==> config.mk <==
export PLATFORM = sky130hd
export DESIGN_NAME = ripemd128_hash_engine
export DESIGN_NICKNAME = d
export VERILOG_FILES = /design/src/rtl/rmd128_pkg.sv /design/src/rtl/rmd128_datapath.sv /design/src/rtl/rmd128_controller.sv /design/src/rtl/ripemd128_hash_engine.sv
export VERILOG_INCLUDE_DIRS = /design/src /design/src/rtl
export SDC_FILE = /design/constraint.sdc
export NUM_CORES = 2
export LEC_CHECK = 0
export ABC_CLOCK_PERIOD_IN_PS = 21900
export BUFFER_PORTS_ARGS = -buffer_cell sky130_fd_sc_hd__buf_2
export CAP_MARGIN = 20
export CORE_MARGIN = 2
export CORE_UTILIZATION = 25
export CTS_BUF_LIST = sky130_fd_sc_hd__clkbuf_4 sky130_fd_sc_hd__clkbuf_8
export DETAILED_ROUTE_END_ITERATION = 7
export PLACE_DENSITY = 0.47
export SYNTH_ARGS = -nofsm -noshare
export SYNTH_HDL_FRONTEND = slang
export SYNTH_SLANG_ARGS = --single-unit
export TNS_END_PERCENT = 10
==> constraint.sdc <==
create_clock -name clk -period 21.9 [get_ports clk]
set_input_delay 3.285 -clock clk [delete_from_list [all_inputs] [get_ports clk]]
set_output_delay 3.285 -clock clk [all_outputs]
set_load 0.005 [all_outputs]
==> src/rtl/ripemd128_hash_engine_macros.svh <==
// Assertion helpers for the hash engine
`ifndef RIPEMD128_HASH_ENGINE_MACROS_SVH
`define RIPEMD128_HASH_ENGINE_MACROS_SVH
// Check an implication on every clock edge outside reset
`define RMD_ASSERT_IMPL(label, clk, rst, ante, cons, msg) \
  label: assert property (@(posedge clk) disable iff (rst) (ante) |-> (cons)) \
    else $error(msg);
// Check that an implication holds in the following cycle
`define RMD_ASSERT_NEXT(label, clk, rst, ante, cons, msg) \
  label: assert property (@(posedge clk) disable iff (rst) (ante) |=> (cons)) \
    else $error(msg);
`endif

==> src/rtl/rmd128_pkg.sv <==
`default_nettype none
package rmd128_pkg;

  typedef struct packed {
    logic [7:0] data_byte;
    logic       has_byte;
    logic       is_last;
  } in_item_t;

  typedef struct packed {
    logic [31:0] digest_word;
    logic [1:0]  word_index;
    logic        last_word;
  } out_item_t;

  // Commands from controller to datapath
  typedef struct packed {
    logic       wr_en;      // write a byte into the block store
    logic [5:0] wr_addr;
    logic [7:0] wr_data;
    logic       cnt_inc;    // advance the byte count
    logic       len_snap;   // capture the bit length
    logic       start;      // load working words from the chaining value
    logic       step;       // run one round of both lines
    logic [5:0] round;
    logic       combine;    // fold lines into the chaining value
    logic       init;       // restore the initial chaining value
  } dp_cmd_t;

  // Status from datapath to controller
  typedef struct packed {
    logic [5:0] pos;        // byte count modulo block size
  } dp_status_t;

  localparam logic [31:0] IV0 = 32'h67452301;
  localparam logic [31:0] IV1 = 32'hefcdab89;
  localparam logic [31:0] IV2 = 32'h98badcfe;
  localparam logic [31:0] IV3 = 32'h10325476;
  localparam logic [5:0]  LEN_POS = 6'd56;

  function automatic logic [3:0] sel_l(input logic [5:0] i);
    logic [255:0] t;
    t = {4'd2,4'd6,4'd5,4'd14,4'd15,4'd7,4'd3,4'd13,4'd4,4'd12,4'd8,4'd0,4'd10,4'd11,4'd9,4'd1,
         4'd12,4'd5,4'd11,4'd13,4'd6,4'd0,4'd7,4'd2,4'd1,4'd8,4'd15,4'd9,4'd4,4'd14,4'd10,4'd3,
         4'd8,4'd11,4'd14,4'd2,4'd5,4'd9,4'd0,4'd12,4'd3,4'd15,4'd6,4'd10,4'd1,4'd13,4'd4,4'd7,
         4'd15,4'd14,4'd13,4'd12,4'd11,4'd10,4'd9,4'd8,4'd7,4'd6,4'd5,4'd4,4'd3,4'd2,4'd1,4'd0};
    return t[{i, 2'b00} +: 4];
  endfunction

  function automatic logic [3:0] sel_r(input logic [5:0] i);
    logic [255:0] t;
    t = {4'd14,4'd10,4'd7,4'd9,4'd13,4'd2,4'd12,4'd5,4'd0,4'd15,4'd11,4'd3,4'd1,4'd4,4'd6,4'd8,
         4'd13,4'd4,4'd0,4'd10,4'd2,4'd12,4'd8,4'd11,4'd9,4'd6,4'd14,4'd7,4'd3,4'd1,4'd5,4'd15,
         4'd2,4'd1,4'd9,4'd4,4'd12,4'd8,4'd15,4'd14,4'd10,4'd5,4'd13,4'd0,4'd7,4'd3,4'd11,4'd6,
         4'd12,4'd3,4'd10,4'd1,4'd8,4'd15,4'd6,4'd13,4'd4,4'd11,4'd2,4'd9,4'd0,4'd7,4'd14,4'd5};
    return t[{i, 2'b00} +: 4];
  endfunction

  function automatic logic [3:0] rot_l(input logic [5:0] i);
    logic [255:0] t;
    t = {4'd12,4'd5,4'd6,4'd8,4'd6,4'd5,4'd14,4'd9,4'd8,4'd9,4'd15,4'd14,4'd15,4'd14,4'd12,4'd11,
         4'd5,4'd7,4'd12,4'd5,4'd6,4'd13,4'd8,4'd14,4'd15,4'd13,4'd9,4'd14,4'd7,4'd6,4'd13,4'd11,
         4'd12,4'd13,4'd7,4'd11,4'd9,4'd15,4'd12,4'd7,4'd15,4'd7,4'd9,4'd11,4'd13,4'd8,4'd6,4'd7,
         4'd8,4'd9,4'd7,4'd6,4'd15,4'd14,4'd13,4'd11,4'd9,4'd7,4'd8,4'd5,4'd12,4'd15,4'd14,4'd11};
    return t[{i, 2'b00} +: 4];
  endfunction

  function automatic logic [3:0] rot_r(input logic [5:0] i);
    logic [255:0] t;
    t = {4'd8,4'd15,4'd5,4'd12,4'd9,4'd12,4'd9,4'd6,4'd14,4'd6,4'd14,4'd14,4'd11,4'd8,4'd5,4'd15,
         4'd5,4'd7,4'd13,4'd13,4'd14,4'd5,4'd13,4'd12,4'd14,4'd6,4'd6,4'd8,4'd11,4'd15,4'd7,4'd9,
         4'd11,4'd13,4'd15,4'd6,4'd7,4'd12,4'd7,4'd7,4'd11,4'd9,4'd8,4'd12,4'd7,4'd15,4'd13,4'd9,
         4'd6,4'd12,4'd14,4'd14,4'd11,4'd8,4'd7,4'd7,4'd5,4'd15,4'd15,4'd13,4'd11,4'd9,4'd9,4'd8};
    return t[{i, 2'b00} +: 4];
  endfunction

  function automatic logic [31:0] bfun(input logic [1:0] g, input logic [31:0] x,
                                       input logic [31:0] y, input logic [31:0] z);
    logic [31:0] r;
    case (g)
      2'd0:    r = x ^ y ^ z;
      2'd1:    r = (x & y) | (~x & z);
      2'd2:    r = (x | ~y) ^ z;
      default: r = (x & z) | (y & ~z);
    endcase
    return r;
  endfunction

  function automatic logic [31:0] add_l(input logic [1:0] g);
    logic [31:0] r;
    case (g)
      2'd0:    r = 32'h00000000;
      2'd1:    r = 32'h5a827999;
      2'd2:    r = 32'h6ed9eba1;
      default: r = 32'h8f1bbcdc;
    endcase
    return r;
  endfunction

  function automatic logic [31:0] add_r(input logic [1:0] g);
    logic [31:0] r;
    case (g)
      2'd0:    r = 32'h50a28be6;
      2'd1:    r = 32'h5c4dd124;
      2'd2:    r = 32'h6d703ef3;
      default: r = 32'h00000000;
    endcase
    return r;
  endfunction

  function automatic logic [31:0] rotl(input logic [31:0] v, input logic [3:0] s);
    logic [63:0] d;
    d = {v, v} << s;
    return d[63:32];
  endfunction

endpackage
`default_nettype wire

==> src/rtl/rmd128_datapath.sv <==
`default_nettype none
module rmd128_datapath (
  input  wire logic                 clk,
  input  wire logic                 rst,
  input  wire rmd128_pkg::dp_cmd_t  cmd,
  output rmd128_pkg::dp_status_t    status,
  output logic [127:0]              chain,
  output logic [63:0]               len_bits
);
  import rmd128_pkg::*;

  logic [31:0] store [16];
  logic [63:0] byte_count;
  logic [63:0] bits;
  logic [31:0] cv [4];
  logic [31:0] al, bl, cl, dl, ar, br, cr, dr;
  logic [31:0] tl, tr;
  logic [1:0]  g;

  assign status.pos = byte_count[5:0];
  assign chain = {cv[3], cv[2], cv[1], cv[0]};
  assign g = cmd.round[5:4];

  // Round function of both lines
  always_comb begin
    tl = rotl(al + bfun(g, bl, cl, dl) + store[sel_l(cmd.round)] + add_l(g),
              rot_l(cmd.round));
    tr = rotl(ar + bfun(2'd3 - g, br, cr, dr) + store[sel_r(cmd.round)] + add_r(g),
              rot_r(cmd.round));
  end

  // Block store, words little-endian
  always_ff @(posedge clk) begin
    if (cmd.wr_en) begin
      store[cmd.wr_addr[5:2]][{cmd.wr_addr[1:0], 3'b000} +: 8] <= cmd.wr_data;
    end
  end

  // Byte count and captured length
  always_ff @(posedge clk) begin
    if (rst || cmd.init) begin
      byte_count <= '0;
    end else if (cmd.cnt_inc) begin
      byte_count <= byte_count + 64'd1;
    end
  end

  always_ff @(posedge clk) begin
    if (cmd.len_snap) begin
      bits <= {byte_count[60:0], 3'b000};
    end
  end

  // Working words
  always_ff @(posedge clk) begin
    if (cmd.start) begin
      al <= cv[0]; bl <= cv[1]; cl <= cv[2]; dl <= cv[3];
      ar <= cv[0]; br <= cv[1]; cr <= cv[2]; dr <= cv[3];
    end else if (cmd.step) begin
      al <= dl; dl <= cl; cl <= bl; bl <= tl;
      ar <= dr; dr <= cr; cr <= br; br <= tr;
    end
  end

  // Chaining value
  always_ff @(posedge clk) begin
    if (rst || cmd.init) begin
      cv[0] <= IV0; cv[1] <= IV1; cv[2] <= IV2; cv[3] <= IV3;
    end else if (cmd.combine) begin
      cv[0] <= cv[1] + cl + dr;
      cv[1] <= cv[2] + dl + ar;
      cv[2] <= cv[3] + al + br;
      cv[3] <= cv[0] + bl + cr;
    end
  end

  // Length bytes go in through the write path, picked by the controller
  assign len_bits = bits;
endmodule
`default_nettype wire

==> src/rtl/rmd128_controller.sv <==
`default_nettype none
module rmd128_controller (
  input  wire logic                    clk,
  input  wire logic                    rst,
  input  wire logic                    in_valid,
  output logic                         in_stall,
  input  wire rmd128_pkg::in_item_t    in_data,
  output logic                         out_valid,
  input  wire logic                    out_stall,
  output rmd128_pkg::out_item_t        out_data,
  output rmd128_pkg::dp_cmd_t          cmd,
  input  wire rmd128_pkg::dp_status_t  status,
  input  wire logic [127:0]            chain,
  input  wire logic [63:0]             len_bits
);
  import rmd128_pkg::*;

  localparam logic [2:0] S_IDLE = 3'd0;
  localparam logic [2:0] S_RUN  = 3'd1;
  localparam logic [2:0] S_COMB = 3'd2;
  localparam logic [2:0] S_PAD  = 3'd3;
  localparam logic [2:0] S_OUT  = 3'd4;
  localparam logic [2:0] S_HOLD = 3'd5;

  logic [2:0] state, state_next;
  logic [5:0] round, round_next;
  logic [5:0] pad, pad_next;     // padding write pointer
  logic       fin, fin_next;     // finishing a message
  logic       lenblk, lenblk_next; // current pad block carries length
  logic [1:0] widx, widx_next;
  logic       padding, padding_next;
  logic       accept;

  assign in_stall = (state != S_IDLE);
  assign accept = in_valid && !in_stall;
  assign out_valid = (state == S_OUT);
  assign out_data.digest_word = chain[{widx, 5'b00000} +: 32];
  assign out_data.word_index = widx;
  assign out_data.last_word = (widx == 2'd3);

  always_comb begin
    state_next = state;
    round_next = round;
    pad_next = pad;
    fin_next = fin;
    lenblk_next = lenblk;
    widx_next = widx;
    cmd = '0;
    cmd.round = round;
    unique case (state)
      S_IDLE: begin
        if (accept) begin
          if (in_data.has_byte) begin
            cmd.wr_en = 1'b1;
            cmd.wr_addr = status.pos;
            cmd.wr_data = in_data.data_byte;
            cmd.cnt_inc = 1'b1;
          end
          fin_next = in_data.is_last;
          if (in_data.has_byte && status.pos == 6'd63) begin
            cmd.start = 1'b1;
            round_next = '0;
            state_next = S_RUN;
          end else if (in_data.is_last) begin
            state_next = S_HOLD;
          end
        end
      end
      S_HOLD: begin
        // count now final: capture length, write 0x80
        cmd.len_snap = 1'b1;
        cmd.wr_en = 1'b1;
        cmd.wr_addr = status.pos;
        cmd.wr_data = 8'h80;
        lenblk_next = (status.pos < LEN_POS);
        pad_next = status.pos + 6'd1;
        state_next = (status.pos == 6'd63) ? S_RUN : S_PAD;
        cmd.start = (status.pos == 6'd63);
        round_next = '0;
        fin_next = 1'b0;
      end
      S_PAD: begin
        cmd.wr_en = 1'b1;
        cmd.wr_addr = pad;
        if (lenblk && pad >= LEN_POS) begin
          cmd.wr_data = len_bits[{pad[2:0], 3'b000} +: 8];
        end else begin
          cmd.wr_data = 8'h00;
        end
        pad_next = pad + 6'd1;
        if (pad == 6'd63) begin
          cmd.start = 1'b1;
          round_next = '0;
          state_next = S_RUN;
        end
      end
      S_RUN: begin
        cmd.step = 1'b1;
        round_next = round + 6'd1;
        if (round == 6'd63) begin
          state_next = S_COMB;
        end
      end
      S_COMB: begin
        cmd.combine = 1'b1;
        if (fin) begin
          state_next = S_HOLD;
        end else if (lenblk) begin
          widx_next = '0;
          state_next = S_OUT;
        end else if (pad == 6'd0 && lenblk == 1'b0 && padding) begin
          // second pad block holds zeros and the length
          lenblk_next = 1'b1;
          pad_next = '0;
          state_next = S_PAD;
        end else begin
          state_next = S_IDLE;
        end
      end
      S_OUT: begin
        if (!out_stall) begin
          widx_next = widx + 2'd1;
          if (widx == 2'd3) begin
            cmd.init = 1'b1;
            lenblk_next = 1'b0;
            state_next = S_IDLE;
          end
        end
      end
      default: state_next = S_IDLE;
    endcase
  end

  // Padding flag: set from HOLD until the digest leaves
  always_comb begin
    padding_next = padding;
    if (state == S_HOLD) padding_next = 1'b1;
    if (state == S_OUT && !out_stall && widx == 2'd3) padding_next = 1'b0;
  end

  always_ff @(posedge clk) begin
    if (rst) begin
      state <= S_IDLE;
      round <= '0;
      pad <= '0;
      fin <= 1'b0;
      lenblk <= 1'b0;
      widx <= '0;
      padding <= 1'b0;
    end else begin
      state <= state_next;
      round <= round_next;
      pad <= pad_next;
      fin <= fin_next;
      lenblk <= lenblk_next;
      widx <= widx_next;
      padding <= padding_next;
    end
  end
endmodule
`default_nettype wire

==> src/rtl/ripemd128_hash_engine.sv <==
`default_nettype none
// RIPEMD-128 hash engine.
// Input channel (in_valid/in_stall/in_data) takes one item per transfer:
// a message byte when has_byte is set, and is_last to close the message.
// Output channel (out_valid/out_stall/out_data) carries the digest as four
// 32-bit words, word_index 0 first, last_word set on the fourth.
// A byte that fills the 64-byte store starts a compression: 64 rounds,
// then a combine step; the round logic runs one round of both lines each
// cycle. A last item places 0x80, then writes padding bytes one at a time
// up to the block end, then a compression (twice when the length field
// does not fit), then the four digest words, one per cycle while out_stall
// is low.
// in_stall is high from a block start or a last item until the work ends.
// While out_stall is high the current digest word holds; no input is taken.
// Synchronous reset restores the initial chaining value and zero count.
module ripemd128_hash_engine (
  input  wire logic                   clk,
  input  wire logic                   rst,
  input  wire logic                   in_valid,
  output logic                        in_stall,
  input  wire rmd128_pkg::in_item_t   in_data,
  output logic                        out_valid,
  input  wire logic                   out_stall,
  output rmd128_pkg::out_item_t       out_data
);
  import rmd128_pkg::*;
  `include "ripemd128_hash_engine_macros.svh"

  dp_cmd_t      cmd;
  dp_status_t   status;
  logic [127:0] chain;
  logic [63:0]  len_bits;

  rmd128_controller u_ctrl (
    .clk(clk), .rst(rst),
    .in_valid(in_valid), .in_stall(in_stall), .in_data(in_data),
    .out_valid(out_valid), .out_stall(out_stall), .out_data(out_data),
    .cmd(cmd), .status(status), .chain(chain), .len_bits(len_bits)
  );

  rmd128_datapath u_dp (
    .clk(clk), .rst(rst), .cmd(cmd), .status(status), .chain(chain),
    .len_bits(len_bits)
  );

  `RMD_ASSERT_IMPL(a_no_take_while_out, clk, rst, out_valid, in_stall, "input taken during digest")
  `RMD_ASSERT_IMPL(a_step_not_write, clk, rst, cmd.step, !cmd.wr_en, "store written during rounds")
  `RMD_ASSERT_NEXT(a_out_hold, clk, rst, out_valid && out_stall, out_valid && $stable(out_data), "stalled digest word changed")
endmodule
`default_nettype wire
### Word-level counts from Yosys, hierarchy flattened

Memory sizes are Yosys's and may differ from the RTL's.
Index checks and enable logic that the tools add are counted.

| storage, ports and cells | value |
|---|---|
| word-level logic and storage cells | 213 |
| memories kept | 2 |
| register bits | 401 |
| input port bits | 14 |
| RAM bits | 640 |

Memory list:

| memory | depth | bits a word | read ports | clocked after Yosys merged registers in | write ports | RTL line | text |
|---|---|---|---|---|---|---|---|
| u_dp.store | 16 | 32 | 2 | 0 | 1 | rmd128_datapath.sv:12 | `logic [31:0] store [16];` |
| u_dp.cv | 4 | 32 | 4 | 0 | 4 | rmd128_datapath.sv:15 | `logic [31:0] cv [4];` |

| cells by class | value |
|---|---|
| muxes and demuxes | 78 |
| equality and inequality tests | 24 |
| magnitude comparators | 2 |
| bitwise gates (word level) | 31 |
| $add $sub $neg | 21 |
| reduce and logical (&&, ||, !) cells | 28 |
| shift-type cells | 10 |

Operators by type and width:

| kind | number |
|---|---|
| $shiftx 256x9->4 const A | 4 |
| $mux 32 | 21 |
| $add 32x32->32 | 13 |
| $pmux 32 s3 | 3 |
| $and 32x32->32 | 8 |
| $not 32->32 | 6 |
| $or 32x32->32 | 6 |
| $xor 32x32->32 | 6 |
| $shiftx 128x8->32 | 1 |
| $shl 64x4->64 | 2 |
| $pmux 31 s3 | 1 |
| $add 64x1->64 const B | 1 |
| $shiftx 64x7->8 | 1 |
| $pmux 15 s3 | 1 |
| $mux 6 | 6 |
| $add 32x31->32 | 1 |
| $mux 16 | 2 |
| $shift 8x7->32 const A | 1 |
| $shiftx 8x7->32 | 1 |
| $mux 3 | 9 |
| $pmux 6 s4 | 1 |
| $mux 1 | 22 |
| $add 6x1->6 const B | 3 |
| $eq 6x6->1 const B | 3 |
| other kinds (35) | 71 |

### Depth between registers and ports, before layout

| logic depth | value |
|---|---|
| depth after elaboration | 10 |
| gate-level depth with buffers | 34 |
| depth with buffers taken out | 30 |

### By module

A second synthesis with hierarchy kept.

| unflattened totals | value |
|---|---|
| cells, all modules | 6,730 |
| area, all modules | 70,477.6 um2 |

Modules (own cells, without submodules):

| module | instances | area an instance (um2) | seq. area each (um2) | cells each |
|---|---|---|---|---|
| rmd128_datapath | 1 | 67,797.5 | 29,958.7 | 6,451 |
| rmd128_controller | 1 | 2,680.1 | 400.4 | 279 |

### Worst setup path before layout

OpenSTA, ideal clock, no wires.

| timing | value |
|---|---|
| path type | reg2reg |
| from | reg u_ctrl.state[1] |
| to | reg u_dp.al[0] (enable) |
| slack | 2,142 ps |
| stages on the path, launching flop included | 4 |
| arrival | 18,531 ps |
| setup time | 1,227 ps |
| path through | dfxtp_1 clkbuf_1 nand2b_1 o21ai_0 |

| between the ends | value |
|---|---|
| word-level cells in the longest chain between the ends | 6 |
| elaborated cells on any way between the ends | 11 |

RTL lines:

| what | RTL line | text |
|---|---|---|
| start: declaration | rmd128_controller.sv:25 | `logic [2:0] state, state_next;` |
| start signal: assignment | rmd128_controller.sv:151 | `state <= state_next;` |
| $reduce_bool 3->1 | rmd128_controller.sv:34 | `assign in_stall = (state != S_IDLE);` |
| $logic_not 1->1 | rmd128_controller.sv:35 | `assign accept = in_valid && !in_stall;` |
| $logic_and 1x1->1 | rmd128_controller.sv:35 |  |
| $mux 1 | rmd128_controller.sv:52 | `if (accept) begin` |
| $pmux 1 s3 | rmd128_controller.sv:50 | `unique case (state)` |
| $reduce_bool 2->1 (no source line) * | -- |  |
| end signal: assignment | rmd128_datapath.sv:57 | `al <= cv[0]; bl <= cv[1]; cl <= cv[2]; dl <= cv[3];` |
| end signal: assignment | rmd128_datapath.sv:60 | `al <= dl; dl <= cl; cl <= bl; bl <= tl;` |
| end: declaration | rmd128_datapath.sv:16 | `logic [31:0] al, bl, cl, dl, ar, br, cr, dr;` |

Every way passes the cells marked *; elsewhere a longest branch is shown, timed or not.
A chain may end at the register's enable or synchronous reset.

### Worst setup path in the final report

| timing | value |
|---|---|
| from | reg u_ctrl.round[1] |
| to | reg u_dp.bl[6], data pin |

| between the ends | value |
|---|---|
| word-level cells in the longest chain between the ends | 7 |
| elaborated cells on any way between the ends | 8 |

RTL lines:

| what | RTL line | text |
|---|---|---|
| start: declaration | rmd128_controller.sv:26 | `logic [5:0] round, round_next;` |
| start signal: assignment | rmd128_controller.sv:152 | `round <= round_next;` |
| $shiftx 256x9->4 | rmd128_pkg.sv:47 | `return t[{i, 2'b00} +: 4];` |
| $mem_v2 16x32 | -- |  |
| $add 32x32->32 (2 in a row) | rmd128_datapath.sv:26 | `tl = rotl(al + bfun(g, bl, cl, dl) + store[sel_l(cmd.round)] + add_l(g),` |
| $shl 64x4->64 * | rmd128_pkg.sv:113 | `d = {v, v} << s;` |
| $mux 32 * | rmd128_datapath.sv:59 | `end else if (cmd.step) begin` |
| $mux 32 * | rmd128_datapath.sv:56 | `if (cmd.start) begin` |
| end signal: assignment | rmd128_datapath.sv:57 |  |
| end signal: assignment | rmd128_datapath.sv:60 |  |
| end: declaration | rmd128_datapath.sv:16 |  |

Every way passes the cells marked *; elsewhere a longest branch is shown, timed or not. The select of a mux whose other input is x is not followed.

==> metrics <==
DP HPWL 191 mm; area delta synth->final 11.7%; fin util 28.1%; Final ANT Viol Nets 0; Initial Util 25.2%; maximum number of pins on one net before global-route repair 187; Max Root-Sink Buffers 4; Yosys top cell area share 40.4%; average size of a mapped cell approximately 9.7 µm²; dominant cell type by area after synthesis edfxtp_1; final clock skew 130 ps; WL per Instance 24.5 µm; first-pass GRT wire length a little under 400 mm; status finished, final reports clean; top_reg_cell synth edfxtp_1; Post-synth EDFFs about 960; Final Hold Fails 0; Clk Latency, worst-skew pair 1040 ps; antenna violations before repair 5; Pre-Repair DR Iteration Count 6; CTS tree built; netlist area before placement 71100 µm²; Post-synth ARST share 0%; Crit. End Element flip-flop; Ys Warns 0; Top Ports 51; Slowest cell on crit path dfxtp_1; dpl ws 11310 ps; setup TNS 0 ps; core box area between 200000 and 300000 µm²; total grt overflow 0; share of post-route cells with drive strength above 1 9.52%; Worst Path Max Fanout 173; WS Path Type flip-flop to flip-flop; PortBufs 50; Post-CTS Setup Bufs 0; synth unique cells 103; PnR worst setup slack between 10000 and 15000 ps; Residual DRC 0; vias in the first global route around 56000; Via Count 58700; Final nets about 8000; Cells after Synth 7315; headroom to the max-slew limit 2.42%; Num Clock Sinks 1038; Arr. time, crit path about 11000 ps; Syn Nets 7847; Min Clock Period, post-route around 11000 ps; CTS clk-pin slew, worst paths ~60 ps; RSZ-0062 raised after global routing no; worst-margin pin slew 1460 ps; die span in x 537 µm; Tot GR Track Use 18.3%; GPL Wtd Cong just over 0.9; die height 537 µm; die area ~290000 µm²; most common cell in the netlist nand2_1; Hold WC Path Type flip-flop to flip-flop; top cells by area, synth edfxtp_1 (40%), nand2_1 (7.6%), fa_1 (7.0%); synth cell count leaders nand2_1 (1440), edfxtp_1 (957), nor2_1 (515), clkbuf_1 (372), inv_1 (363); Site Rows 195; TritonCTS buffer count 194; Final Cycle Share 49.1%; max_cap viols 0; Critical Path Source Type flip-flop; Slew Viols, Final 0; Clock Tree Root clkbuf_8; htree depth 4; register area share after synthesis 42.7%; max incr delay on CP 870 ps; WL final 272 mm; PostCTS Resize Cnt 0; DRT iter0 DRCs 6554; drt via density 5.28; Critical Path RT 22570 ps; final setup fails 0; cts hold-fix bufs 0; FF+latch count, synth 1038; fmax between 0.09 and 0.1 GHz
## final timing paths
path                        from                 to  slack, ps  depth (start not counted)
min reg2reg  u_dp.byte_count[60]  u_dp.len_bits[63]        460                          0
max              u_ctrl.round[1]         u_dp.bl[6]      11140                         28
min          u_dp.byte_count[60]  u_dp.len_bits[63]        460                          0
max reg2reg      u_ctrl.round[1]         u_dp.bl[6]      11140                         28
## placed cells by master (no fill, tap or decap), types with 31 or more instances in the layout
master,instances
edfxtp_1,957
mux4_2,50
nand3_1,207
clkinv_1,39
a21oi_1,299
and3_1,100
mux2_2,54
nand2_1,1436
o21ai_0,293
o21ai_1,44
and2_1,143
o22ai_1,42
a22o_1,38
nor3_1,53
mux2i_1,132
xor2_1,198
or3_1,35
a31oi_1,126
inv_1,360
nor2_1,512
xnor2_1,113
a311oi_1,196
nor2b_1,31
a21o_1,99
buf_4,137
clkbuf_8,211
nand4_1,32
nand2b_1,45
o21a_1,41
ha_1,267
fa_1,247
dfxtp_1,75
clkbuf_4,65
a211oi_1,191
buf_2,50
## cells by family (layout without fill, tap and decap cells)
kind of cell / after synthesis / count (layout) / synth area share (%)
AND/OR/NAND/NOR: 2660 / 2660 / 16.2
AO/OA/AOI/OAI: 1704 / 1704 / 16.6
flip-flops: 1038 / 1038 / 42.7
buffers and inverters: 844 / 911 / 4.60
adder cells (fa/ha/maj): 518 / 518 / 11.7
XOR/XNOR: 311 / 311 / 3.83
multiplexers: 240 / 240 / 4.36
other: 0 / 1 / 0
## final cells by class
type / instances / area, µm²
clock inverter: 59 / 302
sequential: 1038 / 30400
inverter: 369 / 1390
fill: 29600 / 203000
timing repair buffer: 209 / 1580
antenna: 1 / 2.50
clock buffer: 274 / 3360
tap: 3743 / 4680
multi-input combinational: 5433 / 37700
## worst max-delay path: cells and delay by family (launching register included)
family                   cells  cell delay (ps)
AO/OA/AOI/OAI               14             4380
buffers and inverters        5             2010
adder cells (fa/ha/maj)      4             1620
AND/OR/NAND/NOR              4              940
flip-flops                   1              870
XOR/XNOR                     1              430
## per-layer routing
metal	track usage (%)	part of all wire, %	up-vias
met5	0	0	-
met4	6.16	3.5	0
met3	3.11	7.7	431
met2	28.5	44	2515
met1	25.7	45	29500
li1	-	-	26300
## through the flow
stage	cell area (µm²)	cells	hold slack [ps]
3_5_place_dp	75600	10800	446
6_report	79400	11100	456
5_1_grt	79400	11100	474
3_3_place_gp	75500	10800	445
2_1_floorplan	71100	7315	403
4_1_cts	79300	11100	459
## state kept, by name, summed over array words and instances (netlist names), 2 cells and up
signal           cells
u_ctrl.widx          2
u_dp.dl             32
u_dp.ar             32
u_dp.al             32
u_dp.cv            128
u_ctrl.state         3
u_dp.len_bits       61
u_dp.cl             32
u_dp.store         512
u_dp.bl             32
u_dp.byte_count     61
u_ctrl.pad           6
u_dp.dr             32
u_ctrl.round         6
u_dp.br             32
u_dp.cr             32
Power is left out: the tool's default activity adds up to more than one toggle a clock period on the data nets, which glitch-free logic cannot reach.
